File: config.mk
export PLATFORM = sky130hd
export DESIGN_NAME = window_order_statistics_core
export DESIGN_NICKNAME = d
export VERILOG_FILES = /design/src/hdl/wos_pkg.sv /design/src/hdl/wos_divider.sv /design/src/hdl/wos_sqrt.sv /design/src/hdl/wos_datapath.sv /design/src/hdl/wos_ctrl.sv /design/src/hdl/window_order_statistics_core.sv
export SDC_FILE = /design/constraint.sdc
export NUM_CORES = 2
export LEC_CHECK = 0
export BUFFER_PORTS_ARGS = -buffer_cell sky130_fd_sc_hd__buf_2
export CELL_PAD_IN_SITES_DETAIL_PLACEMENT = 0
export CELL_PAD_IN_SITES_GLOBAL_PLACEMENT = 1
export CORE_ASPECT_RATIO = 1.1
export CORE_UTILIZATION = 40
export DETAILED_ROUTE_END_ITERATION = 12
export GPL_ROUTABILITY_DRIVEN = 0
export PLACE_DENSITY = 0.64
export SYNTH_ARGS = -nofsm -noshare
export SYNTH_HDL_FRONTEND = slang
export SYNTH_SLANG_ARGS = --single-unit
File: constraint.sdc
create_clock -name clk_i -period 11.8 [get_ports clk_i]
set_input_delay 2.36 -clock clk_i [delete_from_list [all_inputs] [get_ports clk_i]]
set_output_delay 2.36 -clock clk_i [all_outputs]
set_load 0.05 [all_outputs]
File: src/hdl/wos_pkg.sv
`default_nettype none

package wos_pkg;

  localparam int unsigned MaxSamplesDef = 64;
  localparam int unsigned SampleBitsDef = 24;

  localparam int unsigned MinCountW   = 7;
  localparam int unsigned FloorW      = 23;
  localparam int unsigned CountW      = 7;
  localparam int unsigned CfgIndexW   = 8;
  localparam int unsigned CfgDataW    = 23;
  localparam int unsigned PctDivisor  = 20;
  localparam int unsigned PctHighMul  = 19;
  localparam int unsigned PctRecipMul = 52429;
  localparam int unsigned PctRecipW   = 16;
  localparam int unsigned PctRecipShift = 20;
  localparam int unsigned MinCountRst = 3;
  localparam int unsigned FloorRst    = 3277;
  localparam int unsigned MinCountLow = 2;

  typedef enum logic [CfgIndexW-1:0] {
    REG_MIN_COUNT    = 8'd0,
    REG_STDDEV_FLOOR = 8'd1
  } cfg_reg_e;

  typedef enum logic [2:0] {
    RD_INS,
    RD_MED_LO,
    RD_MED_HI,
    RD_VAR,
    RD_PCT_LO,
    RD_PCT_HI
  } rd_sel_e;

  typedef enum logic [1:0] {
    DIV_MEAN,
    DIV_VAR
  } div_sel_e;

  typedef enum logic [4:0] {
    ST_IDLE,
    ST_INS_RD,
    ST_INS_CMP,
    ST_FIN,
    ST_MED_RD,
    ST_MED_A,
    ST_MED_B,
    ST_MEAN,
    ST_VAR_RD,
    ST_VAR_SQ,
    ST_VAR_ACC,
    ST_VAR_DIV,
    ST_SQRT,
    ST_PCT_LO_RD,
    ST_PCT_LO,
    ST_PCT_HI,
    ST_PUBLISH
  } state_e;

  typedef struct packed {
    logic     cap;
    logic     ovf_set;
    logic     pos_load_cnt;
    logic     pos_dec;
    logic     pos_clr;
    logic     pos_inc;
    logic     ins_wr_x;
    logic     ins_wr_shift;
    rd_sel_e  rd_sel;
    logic     med_a_ld;
    logic     med_odd_ld;
    logic     med_even_ld;
    logic     div_start;
    div_sel_e div_sel;
    logic     mean_ld;
    logic     sq_ld;
    logic     acc_clr;
    logic     acc_ld;
    logic     sqrt_start;
    logic     sd_ld;
    logic     ilo_ld;
    logic     ihi_ld;
    logic     lo_ld;
    logic     hi_ld;
    logic     publish;
  } wos_cmd_t;

  typedef struct packed {
    logic full;
    logic pos_zero;
    logic gt;
    logic stats_ok;
    logic n_odd;
    logic var_last;
    logic div_done;
    logic sqrt_done;
  } wos_status_t;

endpackage

`default_nettype wire

File: src/hdl/wos_divider.sv
`default_nettype none

module wos_divider import wos_pkg::*; #(
  parameter int unsigned Width = 64
) (
  input  wire logic             clk_i,
  input  wire logic             rst_ni,
  input  wire logic             start_i,
  input  wire logic [Width-1:0] dividend_i,
  input  wire logic [Width-1:0] divisor_i,
  output logic                  done_o,
  output logic [Width-1:0]      quotient_o
);

  localparam int unsigned CntW = $clog2(Width + 1);

  logic [Width:0]   rem_q, rem_d;
  logic [Width-1:0] quot_q, quot_d;
  logic [Width-1:0] dvs_q, dvs_d;
  logic [CntW-1:0]  cnt_q, cnt_d;
  logic             busy_q, busy_d;
  logic             done_q, done_d;
  logic [Width:0]   shifted;
  logic [Width:0]   diff;

  always_comb begin
    shifted = {rem_q[Width-1:0], quot_q[Width-1]};
    diff    = shifted - {1'b0, dvs_q};
    rem_d   = rem_q;
    quot_d  = quot_q;
    dvs_d   = dvs_q;
    cnt_d   = cnt_q;
    busy_d  = busy_q;
    done_d  = 1'b0;
    if (start_i) begin
      rem_d  = '0;
      quot_d = dividend_i;
      dvs_d  = divisor_i;
      cnt_d  = CntW'(Width);
      busy_d = 1'b1;
    end else if (busy_q) begin
      if (shifted >= {1'b0, dvs_q}) begin
        rem_d  = diff;
        quot_d = {quot_q[Width-2:0], 1'b1};
      end else begin
        rem_d  = shifted;
        quot_d = {quot_q[Width-2:0], 1'b0};
      end
      cnt_d = cnt_q - 1'b1;
      if (cnt_q == CntW'(1)) begin
        busy_d = 1'b0;
        done_d = 1'b1;
      end
    end
  end

  always_ff @(posedge clk_i or negedge rst_ni) begin
    if (!rst_ni) begin
      busy_q <= 1'b0;
      done_q <= 1'b0;
      cnt_q  <= '0;
    end else begin
      busy_q <= busy_d;
      done_q <= done_d;
      cnt_q  <= cnt_d;
    end
  end

  always_ff @(posedge clk_i) begin
    rem_q  <= rem_d;
    quot_q <= quot_d;
    dvs_q  <= dvs_d;
  end

  assign done_o     = done_q;
  assign quotient_o = quot_q;

endmodule

`default_nettype wire

File: src/hdl/wos_sqrt.sv
`default_nettype none

module wos_sqrt import wos_pkg::*; #(
  parameter int unsigned Width = 64
) (
  input  wire logic                   clk_i,
  input  wire logic                   rst_ni,
  input  wire logic                   start_i,
  input  wire logic [Width-1:0]       value_i,
  output logic                        done_o,
  output logic [(Width+1)/2-1:0]      root_o
);

  localparam int unsigned HalfW = (Width + 1) / 2;
  localparam int unsigned PadW  = 2 * HalfW;
  localparam int unsigned RemW  = HalfW + 2;
  localparam int unsigned CntW  = $clog2(HalfW + 1);

  logic [PadW-1:0]  val_q, val_d;
  logic [RemW-1:0]  rem_q, rem_d;
  logic [HalfW-1:0] root_q, root_d;
  logic [CntW-1:0]  cnt_q, cnt_d;
  logic             busy_q, busy_d;
  logic             done_q, done_d;
  logic [RemW+1:0]  shifted;
  logic [RemW+1:0]  trial;

  always_comb begin
    shifted = {rem_q, val_q[PadW-1 -: 2]};
    trial   = {2'b00, root_q, 2'b01};
    val_d   = val_q;
    rem_d   = rem_q;
    root_d  = root_q;
    cnt_d   = cnt_q;
    busy_d  = busy_q;
    done_d  = 1'b0;
    if (start_i) begin
      val_d  = PadW'(value_i);
      rem_d  = '0;
      root_d = '0;
      cnt_d  = CntW'(HalfW);
      busy_d = 1'b1;
    end else if (busy_q) begin
      val_d = {val_q[PadW-3:0], 2'b00};
      if (shifted >= trial) begin
        rem_d  = RemW'(shifted - trial);
        root_d = {root_q[HalfW-2:0], 1'b1};
      end else begin
        rem_d  = RemW'(shifted);
        root_d = {root_q[HalfW-2:0], 1'b0};
      end
      cnt_d = cnt_q - 1'b1;
      if (cnt_q == CntW'(1)) begin
        busy_d = 1'b0;
        done_d = 1'b1;
      end
    end
  end

  always_ff @(posedge clk_i or negedge rst_ni) begin
    if (!rst_ni) begin
      busy_q <= 1'b0;
      done_q <= 1'b0;
      cnt_q  <= '0;
    end else begin
      busy_q <= busy_d;
      done_q <= done_d;
      cnt_q  <= cnt_d;
    end
  end

  always_ff @(posedge clk_i) begin
    val_q  <= val_d;
    rem_q  <= rem_d;
    root_q <= root_d;
  end

  assign done_o = done_q;
  assign root_o = root_q;

endmodule

`default_nettype wire

File: src/hdl/wos_datapath.sv
`default_nettype none

module wos_datapath import wos_pkg::*; #(
  parameter int unsigned MaxSamples = MaxSamplesDef,
  parameter int unsigned SampleBits = SampleBitsDef
) (
  input  wire logic                         clk_i,
  input  wire logic                         rst_ni,
  input  wire logic                         cfg_valid_i,
  input  wire logic [CfgIndexW-1:0]         cfg_index_i,
  input  wire logic [CfgDataW-1:0]          cfg_data_i,
  input  wire logic signed [SampleBits-1:0] sample_i,
  input  wire wos_cmd_t                     cmd_i,
  output wos_status_t                       status_o,
  output logic                              stats_valid_o,
  output logic [CountW-1:0]                 kept_count_o,
  output logic signed [SampleBits-1:0]      median_value_o,
  output logic signed [SampleBits-1:0]      mean_value_o,
  output logic [FloorW-1:0]                 std_deviation_o,
  output logic signed [SampleBits-1:0]      low_percentile_o,
  output logic signed [SampleBits-1:0]      high_percentile_o,
  output logic                              overflowed_o
);

  localparam int unsigned IdxW  = $clog2(MaxSamples);
  localparam int unsigned CntW  = $clog2(MaxSamples + 1);
  localparam int unsigned SumW  = SampleBits + CntW;
  localparam int unsigned SqW   = 2 * SampleBits;
  localparam int unsigned AccW  = 2 * SampleBits + CntW;
  localparam int unsigned HalfW = (AccW + 1) / 2;
  localparam int unsigned CmpW  = (HalfW > FloorW) ? HalfW : FloorW;
  localparam int unsigned NCmpW = (CntW > MinCountW) ? CntW : MinCountW;
  localparam int unsigned PctW  = CntW + 5;
  localparam int unsigned ProdW = PctW + PctRecipW;
  localparam logic [CmpW-1:0] StdMax = CmpW'((64'd1 << (SampleBits - 1)) - 64'd1);

  logic signed [SampleBits-1:0] mem [MaxSamples];
  logic signed [SampleBits-1:0] rdata_q;
  logic [IdxW-1:0]              raddr;
  logic [IdxW-1:0]              waddr;
  logic signed [SampleBits-1:0] wdata;
  logic                         wr_en;

  logic [MinCountW-1:0]         min_count_q;
  logic [FloorW-1:0]            floor_q;
  logic signed [SampleBits-1:0] x_q;
  logic [CntW-1:0]              cnt_q;
  logic signed [SumW-1:0]       sum_q;
  logic                         ovf_q;
  logic [CntW-1:0]              pos_q;
  logic signed [SampleBits-1:0] med_a_q, median_q, mean_q, lo_q, hi_q;
  logic [SqW-1:0]               sq_q;
  logic [AccW-1:0]              acc_q;
  logic [FloorW-1:0]            sd_q;
  logic [CntW-1:0]              ilo_q, ihi_q;

  logic [CntW-1:0]              half_n;
  logic [NCmpW-1:0]             need;
  logic [SumW-1:0]              sum_abs;
  logic signed [SampleBits:0]   dev;
  logic signed [2*SampleBits+1:0] dev_sq;
  logic signed [SampleBits:0]   med_sum;
  logic [PctW-1:0]              n19;
  logic [ProdW-1:0]             ilo_prod, ihi_prod;
  logic [AccW-1:0]              div_a, div_b, quot;
  logic                         div_done, sqrt_done;
  logic [HalfW-1:0]             root;
  logic [CmpW-1:0]              sd_sat, sd_fin;
  logic signed [SampleBits-1:0] mean_next;

  assign half_n = cnt_q >> 1;

  always_comb begin
    case (cmd_i.rd_sel)
      RD_INS:    raddr = IdxW'(pos_q - 1'b1);
      RD_MED_LO: raddr = cnt_q[0] ? IdxW'(half_n) : IdxW'(half_n - 1'b1);
      RD_MED_HI: raddr = IdxW'(half_n);
      RD_VAR:    raddr = pos_q[IdxW-1:0];
      RD_PCT_LO: raddr = ilo_q[IdxW-1:0];
      RD_PCT_HI: raddr = ihi_q[IdxW-1:0];
      default:   raddr = '0;
    endcase
  end

  assign wr_en = cmd_i.ins_wr_x | cmd_i.ins_wr_shift;
  assign waddr = pos_q[IdxW-1:0];
  assign wdata = cmd_i.ins_wr_x ? x_q : rdata_q;

  always_ff @(posedge clk_i) begin
    if (wr_en) begin
      mem[waddr] <= wdata;
    end
    rdata_q <= mem[raddr];
  end

  assign sum_abs = sum_q[SumW-1] ? SumW'(-sum_q) : SumW'(sum_q);
  assign n19     = PctW'(cnt_q) * PctW'(PctHighMul);

  // Division by twenty is done as a multiplication by a scaled reciprocal.
  assign ilo_prod = ProdW'(cnt_q) * ProdW'(PctRecipMul);
  assign ihi_prod = ProdW'(n19) * ProdW'(PctRecipMul);

  always_comb begin
    case (cmd_i.div_sel)
      DIV_MEAN: begin
        div_a = AccW'(sum_abs);
        div_b = AccW'(cnt_q);
      end
      DIV_VAR: begin
        div_a = acc_q;
        div_b = AccW'(cnt_q - 1'b1);
      end
      default: begin
        div_a = '0;
        div_b = '0;
      end
    endcase
  end

  wos_divider #(
    .Width (AccW)
  ) u_divider (
    .clk_i      (clk_i),
    .rst_ni     (rst_ni),
    .start_i    (cmd_i.div_start),
    .dividend_i (div_a),
    .divisor_i  (div_b),
    .done_o     (div_done),
    .quotient_o (quot)
  );

  wos_sqrt #(
    .Width (AccW)
  ) u_sqrt (
    .clk_i   (clk_i),
    .rst_ni  (rst_ni),
    .start_i (cmd_i.sqrt_start),
    .value_i (quot),
    .done_o  (sqrt_done),
    .root_o  (root)
  );

  assign mean_next = sum_q[SumW-1] ? -$signed(quot[SampleBits-1:0])
                                   : $signed(quot[SampleBits-1:0]);
  assign dev     = $signed({rdata_q[SampleBits-1], rdata_q})
                 - $signed({mean_q[SampleBits-1], mean_q});
  assign dev_sq  = dev * dev;
  assign med_sum = $signed({med_a_q[SampleBits-1], med_a_q})
                 + $signed({rdata_q[SampleBits-1], rdata_q});
  assign sd_sat  = (CmpW'(root) > StdMax) ? StdMax : CmpW'(root);
  assign sd_fin  = (sd_sat < CmpW'(floor_q)) ? CmpW'(floor_q) : sd_sat;
  assign need    = (min_count_q < MinCountW'(MinCountLow)) ? NCmpW'(MinCountLow)
                                                           : NCmpW'(min_count_q);

  always_ff @(posedge clk_i or negedge rst_ni) begin
    if (!rst_ni) begin
      min_count_q <= MinCountW'(MinCountRst);
      floor_q     <= FloorW'(FloorRst);
      cnt_q       <= '0;
      sum_q       <= '0;
      ovf_q       <= 1'b0;
      pos_q       <= '0;
    end else begin
      if (cfg_valid_i) begin
        case (cfg_index_i)
          REG_MIN_COUNT:    min_count_q <= cfg_data_i[MinCountW-1:0];
          REG_STDDEV_FLOOR: floor_q     <= cfg_data_i[FloorW-1:0];
          default: ;
        endcase
      end
      if (cmd_i.ovf_set) begin
        ovf_q <= 1'b1;
      end
      if (cmd_i.ins_wr_x) begin
        cnt_q <= cnt_q + 1'b1;
        sum_q <= sum_q + SumW'(x_q);
      end
      if (cmd_i.pos_load_cnt) begin
        pos_q <= cnt_q;
      end else if (cmd_i.pos_dec) begin
        pos_q <= pos_q - 1'b1;
      end else if (cmd_i.pos_clr) begin
        pos_q <= '0;
      end else if (cmd_i.pos_inc) begin
        pos_q <= pos_q + 1'b1;
      end
      if (cmd_i.publish) begin
        cnt_q <= '0;
        sum_q <= '0;
        ovf_q <= 1'b0;
      end
    end
  end

  always_ff @(posedge clk_i) begin
    if (cmd_i.cap) begin
      x_q <= sample_i;
    end
    if (cmd_i.med_a_ld) begin
      med_a_q <= rdata_q;
    end
    if (cmd_i.med_odd_ld) begin
      median_q <= rdata_q;
    end
    if (cmd_i.med_even_ld) begin
      median_q <= med_sum[SampleBits:1];
    end
    if (cmd_i.mean_ld) begin
      mean_q <= mean_next;
    end
    if (cmd_i.sq_ld) begin
      sq_q <= dev_sq[SqW-1:0];
    end
    if (cmd_i.acc_clr) begin
      acc_q <= '0;
    end else if (cmd_i.acc_ld) begin
      acc_q <= acc_q + AccW'(sq_q);
    end
    if (cmd_i.sd_ld) begin
      sd_q <= sd_fin[FloorW-1:0];
    end
    if (cmd_i.ilo_ld) begin
      ilo_q <= ilo_prod[PctRecipShift +: CntW];
    end
    if (cmd_i.ihi_ld) begin
      ihi_q <= ihi_prod[PctRecipShift +: CntW];
    end
    if (cmd_i.lo_ld) begin
      lo_q <= rdata_q;
    end
    if (cmd_i.hi_ld) begin
      hi_q <= rdata_q;
    end
    if (cmd_i.publish) begin
      stats_valid_o     <= status_o.stats_ok;
      kept_count_o      <= CountW'(cnt_q);
      overflowed_o      <= ovf_q;
      median_value_o    <= status_o.stats_ok ? median_q : '0;
      mean_value_o      <= status_o.stats_ok ? mean_q : '0;
      std_deviation_o   <= status_o.stats_ok ? sd_q : '0;
      low_percentile_o  <= status_o.stats_ok ? lo_q : '0;
      high_percentile_o <= status_o.stats_ok ? hi_q : '0;
    end
  end

  always_comb begin
    status_o.full      = (cnt_q == CntW'(MaxSamples));
    status_o.pos_zero  = (pos_q == '0);
    status_o.gt        = (rdata_q > x_q);
    status_o.stats_ok  = (NCmpW'(cnt_q) >= need);
    status_o.n_odd     = cnt_q[0];
    status_o.var_last  = ((pos_q + 1'b1) == cnt_q);
    status_o.div_done  = div_done;
    status_o.sqrt_done = sqrt_done;
  end

endmodule

`default_nettype wire

File: src/hdl/wos_ctrl.sv
`default_nettype none

module wos_ctrl import wos_pkg::*; (
  input  wire logic        clk_i,
  input  wire logic        rst_ni,
  input  wire logic        in_valid_i,
  output logic             in_ready_o,
  input  wire logic        missing_i,
  input  wire logic        last_i,
  output logic             out_valid_o,
  input  wire logic        out_ready_i,
  input  wire wos_status_t status_i,
  output wos_cmd_t         cmd_o
);

  state_e state_q, state_d;
  logic   last_q, last_d;
  logic   out_valid_q, out_valid_d;
  logic   accept;
  logic   slot_free;

  assign in_ready_o  = (state_q == ST_IDLE);
  assign accept      = in_valid_i & in_ready_o;
  assign out_valid_o = out_valid_q;
  assign slot_free   = !out_valid_q || out_ready_i;

  always_ff @(posedge clk_i or negedge rst_ni) begin
    if (!rst_ni) begin
      state_q     <= ST_IDLE;
      last_q      <= 1'b0;
      out_valid_q <= 1'b0;
    end else begin
      state_q     <= state_d;
      last_q      <= last_d;
      out_valid_q <= out_valid_d;
    end
  end

  always_comb begin
    state_d     = state_q;
    last_d      = last_q;
    out_valid_d = out_valid_q && !out_ready_i;
    cmd_o       = '0;
    case (state_q)
      ST_IDLE: begin
        if (accept) begin
          cmd_o.cap = 1'b1;
          last_d    = last_i;
          if (!missing_i && !status_i.full) begin
            cmd_o.pos_load_cnt = 1'b1;
            state_d            = ST_INS_RD;
          end else begin
            cmd_o.ovf_set = !missing_i;
            state_d       = last_i ? ST_FIN : ST_IDLE;
          end
        end
      end
      ST_INS_RD: begin
        cmd_o.rd_sel = RD_INS;
        if (status_i.pos_zero) begin
          cmd_o.ins_wr_x = 1'b1;
          state_d        = last_q ? ST_FIN : ST_IDLE;
        end else begin
          state_d = ST_INS_CMP;
        end
      end
      ST_INS_CMP: begin
        if (status_i.gt) begin
          cmd_o.ins_wr_shift = 1'b1;
          cmd_o.pos_dec      = 1'b1;
          state_d            = ST_INS_RD;
        end else begin
          cmd_o.ins_wr_x = 1'b1;
          state_d        = last_q ? ST_FIN : ST_IDLE;
        end
      end
      ST_FIN: begin
        state_d = status_i.stats_ok ? ST_MED_RD : ST_PUBLISH;
      end
      ST_MED_RD: begin
        cmd_o.rd_sel = RD_MED_LO;
        state_d      = ST_MED_A;
      end
      ST_MED_A: begin
        if (status_i.n_odd) begin
          cmd_o.med_odd_ld = 1'b1;
          cmd_o.div_start  = 1'b1;
          cmd_o.div_sel    = DIV_MEAN;
          state_d          = ST_MEAN;
        end else begin
          cmd_o.med_a_ld = 1'b1;
          cmd_o.rd_sel   = RD_MED_HI;
          state_d        = ST_MED_B;
        end
      end
      ST_MED_B: begin
        cmd_o.med_even_ld = 1'b1;
        cmd_o.div_start   = 1'b1;
        cmd_o.div_sel     = DIV_MEAN;
        state_d           = ST_MEAN;
      end
      ST_MEAN: begin
        cmd_o.div_sel = DIV_MEAN;
        if (status_i.div_done) begin
          cmd_o.mean_ld = 1'b1;
          cmd_o.pos_clr = 1'b1;
          cmd_o.acc_clr = 1'b1;
          state_d       = ST_VAR_RD;
        end
      end
      ST_VAR_RD: begin
        cmd_o.rd_sel = RD_VAR;
        state_d      = ST_VAR_SQ;
      end
      ST_VAR_SQ: begin
        cmd_o.sq_ld = 1'b1;
        state_d     = ST_VAR_ACC;
      end
      ST_VAR_ACC: begin
        cmd_o.acc_ld  = 1'b1;
        cmd_o.pos_inc = 1'b1;
        state_d       = status_i.var_last ? ST_VAR_DIV : ST_VAR_RD;
      end
      ST_VAR_DIV: begin
        cmd_o.div_sel   = DIV_VAR;
        cmd_o.div_start = !status_i.div_done && !last_q;
        last_d          = 1'b1;
        if (status_i.div_done) begin
          cmd_o.sqrt_start = 1'b1;
          state_d          = ST_SQRT;
        end
      end
      ST_SQRT: begin
        if (status_i.sqrt_done) begin
          cmd_o.sd_ld  = 1'b1;
          cmd_o.ilo_ld = 1'b1;
          cmd_o.ihi_ld = 1'b1;
          state_d      = ST_PCT_LO_RD;
        end
      end
      ST_PCT_LO_RD: begin
        cmd_o.rd_sel = RD_PCT_LO;
        state_d      = ST_PCT_LO;
      end
      ST_PCT_LO: begin
        cmd_o.lo_ld  = 1'b1;
        cmd_o.rd_sel = RD_PCT_HI;
        state_d      = ST_PCT_HI;
      end
      ST_PCT_HI: begin
        cmd_o.hi_ld = 1'b1;
        state_d     = ST_PUBLISH;
      end
      ST_PUBLISH: begin
        if (slot_free) begin
          cmd_o.publish = 1'b1;
          out_valid_d   = 1'b1;
          state_d       = ST_IDLE;
        end
      end
      default: begin
        state_d = ST_IDLE;
      end
    endcase
    if (state_q == ST_VAR_ACC && status_i.var_last) begin
      last_d = 1'b0;
    end
  end

  assert property (@(posedge clk_i) disable iff (!rst_ni)
    cmd_o.publish |-> (!out_valid_q || out_ready_i))
    else $error("result published over a beat that was not taken");

  assert property (@(posedge clk_i) disable iff (!rst_ni)
    cmd_o.div_start |=> !status_i.div_done)
    else $error("divider finished right after a start");

  assert property (@(posedge clk_i) disable iff (!rst_ni)
    cmd_o.ins_wr_x |-> !status_i.full)
    else $error("sample stored into a full window");

  assert property (@(posedge clk_i) disable iff (!rst_ni)
    (accept && !missing_i && status_i.full) |-> cmd_o.ovf_set)
    else $error("dropped sample did not flag overflow");

endmodule

`default_nettype wire

File: src/hdl/window_order_statistics_core.sv
// An item is taken while the core is idle; a kept sample then walks down the sorted store,
// one read and one compare for each of the k entries it moves past, then it is stored.
// After the last beat, with enough samples kept, median, mean, variance, root, percentiles
// follow, then publish; divider and root use AccW = 2*SampleBits+clog2(MaxSamples+1) bits.
// Throughput: one item at a time; input waits while an item or a window finish runs.
// Reset clears counters, overflow flag and control state and sets registers to defaults.
`default_nettype none

module window_order_statistics_core import wos_pkg::*; #(
  parameter int unsigned MaxSamples = MaxSamplesDef,
  parameter int unsigned SampleBits = SampleBitsDef
) (
  input  wire logic                         clk_i,
  input  wire logic                         rst_ni,
  input  wire logic                         cfg_valid_i,
  output logic                              cfg_ready_o,
  input  wire logic [CfgIndexW-1:0]         cfg_index_i,
  input  wire logic [CfgDataW-1:0]          cfg_data_i,
  input  wire logic                         in_valid_i,
  output logic                              in_ready_o,
  input  wire logic signed [SampleBits-1:0] sample_i,
  input  wire logic                         missing_i,
  input  wire logic                         last_i,
  output logic                              out_valid_o,
  input  wire logic                         out_ready_i,
  output logic                              stats_valid_o,
  output logic [CountW-1:0]                 kept_count_o,
  output logic signed [SampleBits-1:0]      median_value_o,
  output logic signed [SampleBits-1:0]      mean_value_o,
  output logic [FloorW-1:0]                 std_deviation_o,
  output logic signed [SampleBits-1:0]      low_percentile_o,
  output logic signed [SampleBits-1:0]      high_percentile_o,
  output logic                              overflowed_o
);

  wos_cmd_t    cmd;
  wos_status_t status;

  assign cfg_ready_o = 1'b1;

  wos_ctrl u_ctrl (
    .clk_i       (clk_i),
    .rst_ni      (rst_ni),
    .in_valid_i  (in_valid_i),
    .in_ready_o  (in_ready_o),
    .missing_i   (missing_i),
    .last_i      (last_i),
    .out_valid_o (out_valid_o),
    .out_ready_i (out_ready_i),
    .status_i    (status),
    .cmd_o       (cmd)
  );

  wos_datapath #(
    .MaxSamples (MaxSamples),
    .SampleBits (SampleBits)
  ) u_datapath (
    .clk_i             (clk_i),
    .rst_ni            (rst_ni),
    .cfg_valid_i       (cfg_valid_i),
    .cfg_index_i       (cfg_index_i),
    .cfg_data_i        (cfg_data_i),
    .sample_i          (sample_i),
    .cmd_i             (cmd),
    .status_o          (status),
    .stats_valid_o     (stats_valid_o),
    .kept_count_o      (kept_count_o),
    .median_value_o    (median_value_o),
    .mean_value_o      (mean_value_o),
    .std_deviation_o   (std_deviation_o),
    .low_percentile_o  (low_percentile_o),
    .high_percentile_o (high_percentile_o),
    .overflowed_o      (overflowed_o)
  );

endmodule

`default_nettype wire

==> run summary <==
Initial Util: 40.2%
Mapped Area: 0.126 mm²
slowest cell delay on critical path: 590 ps
fillers: 28736
total setup buffers inserted after CTS: 0
Tmin final: 10830 ps
Hold EP: u_datapath.overflowed_o
DRT iter0 DRCs: 6874
Die ar.: 0.316 mm²
Net Count, Synth: 12318
sequential share of the synthesized area: 53.0%
fin nets: 12468
hold path depth: 0
hold path startpoint: u_datapath.ovf_q
share of layout cells above drive strength 1: 9.30%
drt via density: 5.50
post-route ant nets: 0
worst hold-check path type: flop to flop
max-slew violations: 0
DRC: 0
Post-Syn Area per Cell: 11.4 µm²
total negative slack: 0 ps
WP buf/inv: 7
Worst path slowest cell: fa_1
Chip Height: 590 µm
Post-DP HPWL: 253 mm
Hold-fix buffers, CTS: 0
root buf cell: clkbuf_16
Reg clk slew, reported paths: 50 ps
Clock Path Buffers: 4
Max Clock Skew: 71.0 ps
delay-heaviest family, CP: adder cells
Reg2Reg Depth: 37
Mapped Cells: 11052
total track usage: 24.0%
Top Ports: 193
Critical Path Most Common Cell: fa_1
worst reg2reg path endpoint: u_datapath.sq_q[46]
number of global-route vias before repair: 85727
RSZ-0062 raised after global routing: false
number of distinct library cells after synthesis: 96
register bit total from synthesis: 2296
Setup Viol. Count Final: 0
CTS resizes: 0
number of synthesized flops with an enable pin: 2005
CP Launch Type: flop
CTS sink count: 2296
global-route wire length before repair: 566 mm
endpoint class of the critical path: flop
Primary FF master, synth: edfxtp_1
DRT Wirelength: 384 mm
ys async rst share: 4.27%
DRT Pass-1 Iters: 6
number of port buffers: 191
H-tree depth: 5
FMAX: 92.3 MHz
CP max FO: 17
largest net degree at the start of global routing: 153
crit path kind: flop to flop
grt ovf: 0
final hold vios: 0
Syn-to-layout area delta: 12.0%
Arrival @ worst endpoint: 11450 ps
die width: 536 µm
Worst-Skew Late Latency: 920 ps
YS warnings: 0
reg-to-reg setup timing slack: 970 ps
fin crit share: 91.8%
Max-slew headroom: 1.03%
WL/cell: 24.7 µm
Req. time, crit path: 12420 ps
outcome: completed
vias: 85596
num rows: 215
Tightest Pin Transition: 1480 ps
worst flop-to-flop path startpoint: u_datapath.rdata_q[0]
TritonCTS clock tree: done
max-cap viol count: 0
clock buffer count from CTS: 267
CORE AREA: 0.312 mm²
initial antenna violation count: 20
[flip-flops by register name, summed over array words and instances (netlist names), 28 cells and up]
name / flops
u_datapath.u_sqrt.root_o: 28
u_datapath.acc_q: 55
u_datapath.u_sqrt.val_q: 56
u_datapath.sum_q: 31
u_datapath.u_divider.rem_q: 55
u_datapath.u_sqrt.rem_q: 30
u_datapath.mem: 1536
u_datapath.u_divider.quotient_o: 55
u_datapath.sq_q: 47
[cell usage in the layout, fill, tap and decap left out, types with 59 or more instances in the layout]
master     synthesis  final
inv_1            913    910
buf_4              5    224
nand2_1         2166   2164
nand3_1          467    467
fa_1             655    655
xor2_1           141    139
nor2_1           618    550
a311oi_1         221    221
edfxtp_1        2005   2005
clkbuf_16          0    271
buf_2            127    190
a31oi_1          146    146
nor3_1            66     62
clkinv_1          11     59
dfxtp_1          193    193
a21oi_1          402    401
o21ai_0          294    269
ha_1             549    549
a211oi_1         113    113
and3_1           194    194
a21o_1           181    180
dfrtp_1           89     87
xnor2_1          204    202
and2_1           131    130
[Yosys cell counts (all sizes together), types with 12 or more instances]
master | count | area share (%)
inv | 914 | 2.7
nor2 | 619 | 1.9
a22oi | 31 | 0.19
a211oi | 114 | 0.69
mux2i | 54 | 0.43
clkbuf | 367 | 1.1
and3 | 194 | 0.97
o41ai | 14 | 0.098
xnor2 | 205 | 1.4
a31oi | 146 | 0.73
nor4 | 23 | 0.13
nor2b | 54 | 0.27
nand2b | 48 | 0.24
o21a | 44 | 0.26
o21bai | 31 | 0.19
o211ai | 27 | 0.16
dfxtp | 193 | 3.1
a21boi | 12 | 0.072
fa | 655 | 10
o21ai | 308 | 1.2
a21o | 181 | 1.1
or3 | 29 | 0.14
a32oi | 26 | 0.18
and2 | 131 | 0.65
a311oi | 222 | 1.6
nand4 | 40 | 0.20
dfrtp | 89 | 1.8
nand3 | 467 | 1.9
or2 | 17 | 0.085
a21oi | 405 | 1.6
ha | 549 | 5.5
buf | 178 | 0.69
xor2 | 141 | 0.98
o31ai | 31 | 0.19
nand2 | 2166 | 6.5
nor3 | 66 | 0.26
edfxtp | 2005 | 48
mux4 | 48 | 0.86
mux2 | 53 | 0.48
[kinds of logic after synthesis]
| group | share of synthesized area, % |
|---|---|
| simple gates | 13.4 |
| flops | 53.0 |
| compound gates | 8.99 |
| buf+inv | 4.55 |
| fa+ha+maj | 15.9 |
| xor+xnor | 2.42 |
| mux | 1.77 |
| other cells | 0.00299 |
[layer usage]
layer	global-route usage, %	up-vias	share of wire (%)
met5	0	-	0.013
met1	30.9	43540	41
met2	41.0	2496	49
met3	3.48	593	5.9
li1	-	38959	-
met4	8.82	8	3.9
[worst reg2reg max path, delay by kind of cell (launching register included)]
kind                     cells  cell delay, ps
AO/OA/AOI/OAI               13            3520
AND/OR/NAND/NOR              6            1140
adder cells (fa/ha/maj)      9            4270
XOR/XNOR                     1             150
multiplexers                 1             170
flip-flops                   1             450
buffers and inverters        7             870
[final cells by class]
class                           count  area (µm²)  share of cell area (%)
Antenna cell                       12        30.0                  0.0214
Inverter                          925        3480                    2.47
Tap cell                         4123        5160                    3.67
Clock buffer                      334        7090                    5.04
Clock inverter                    148        1430                    1.02
Sequential cell                  2296       66500                    47.3
Timing Repair Buffer              426        2870                    2.04
Multi-Input combinational cell   7286       54000                    38.4
[stage by stage]
| stage | instances | hold WS (ps) | utilization [%] | area, µm² | worst slack (ps) |
|---|---|---|---|---|---|
| final | 15550 | 465 | 45.1 | 141000 | 969 |
| after global routing | 15540 | 476 | 45.0 | 141000 | 336 |
| after CTS | 15538 | 464 | 45.0 | 141000 | 1050 |
| after detailed placement | 15056 | 451 | 42.3 | 132000 | 1060 |
| after global placement | 15056 | 440 | 42.3 | 132000 | 1160 |
| after floorplan | 11052 | 426 | - | 126000 | 2210 |
[worst max path at each step]
stage                                      from                   to  slack (ps)  cells past startpoint
after floorplan           u_datapath.rdata_q[0]  u_datapath.sq_q[47]        2210                     39
after global placement    u_datapath.rdata_q[0]  u_datapath.sq_q[46]        1160                     37
after detailed placement  u_datapath.rdata_q[0]  u_datapath.sq_q[46]        1060                     37
after CTS                 u_datapath.rdata_q[0]  u_datapath.sq_q[46]        1050                     42
after global routing      u_datapath.rdata_q[0]  u_datapath.sq_q[46]         340                     40
final                     u_datapath.rdata_q[0]  u_datapath.sq_q[46]         970                     37
Power is not shown: default switching activity piles up to over one toggle a cycle in this logic, so the estimate is an artifact.
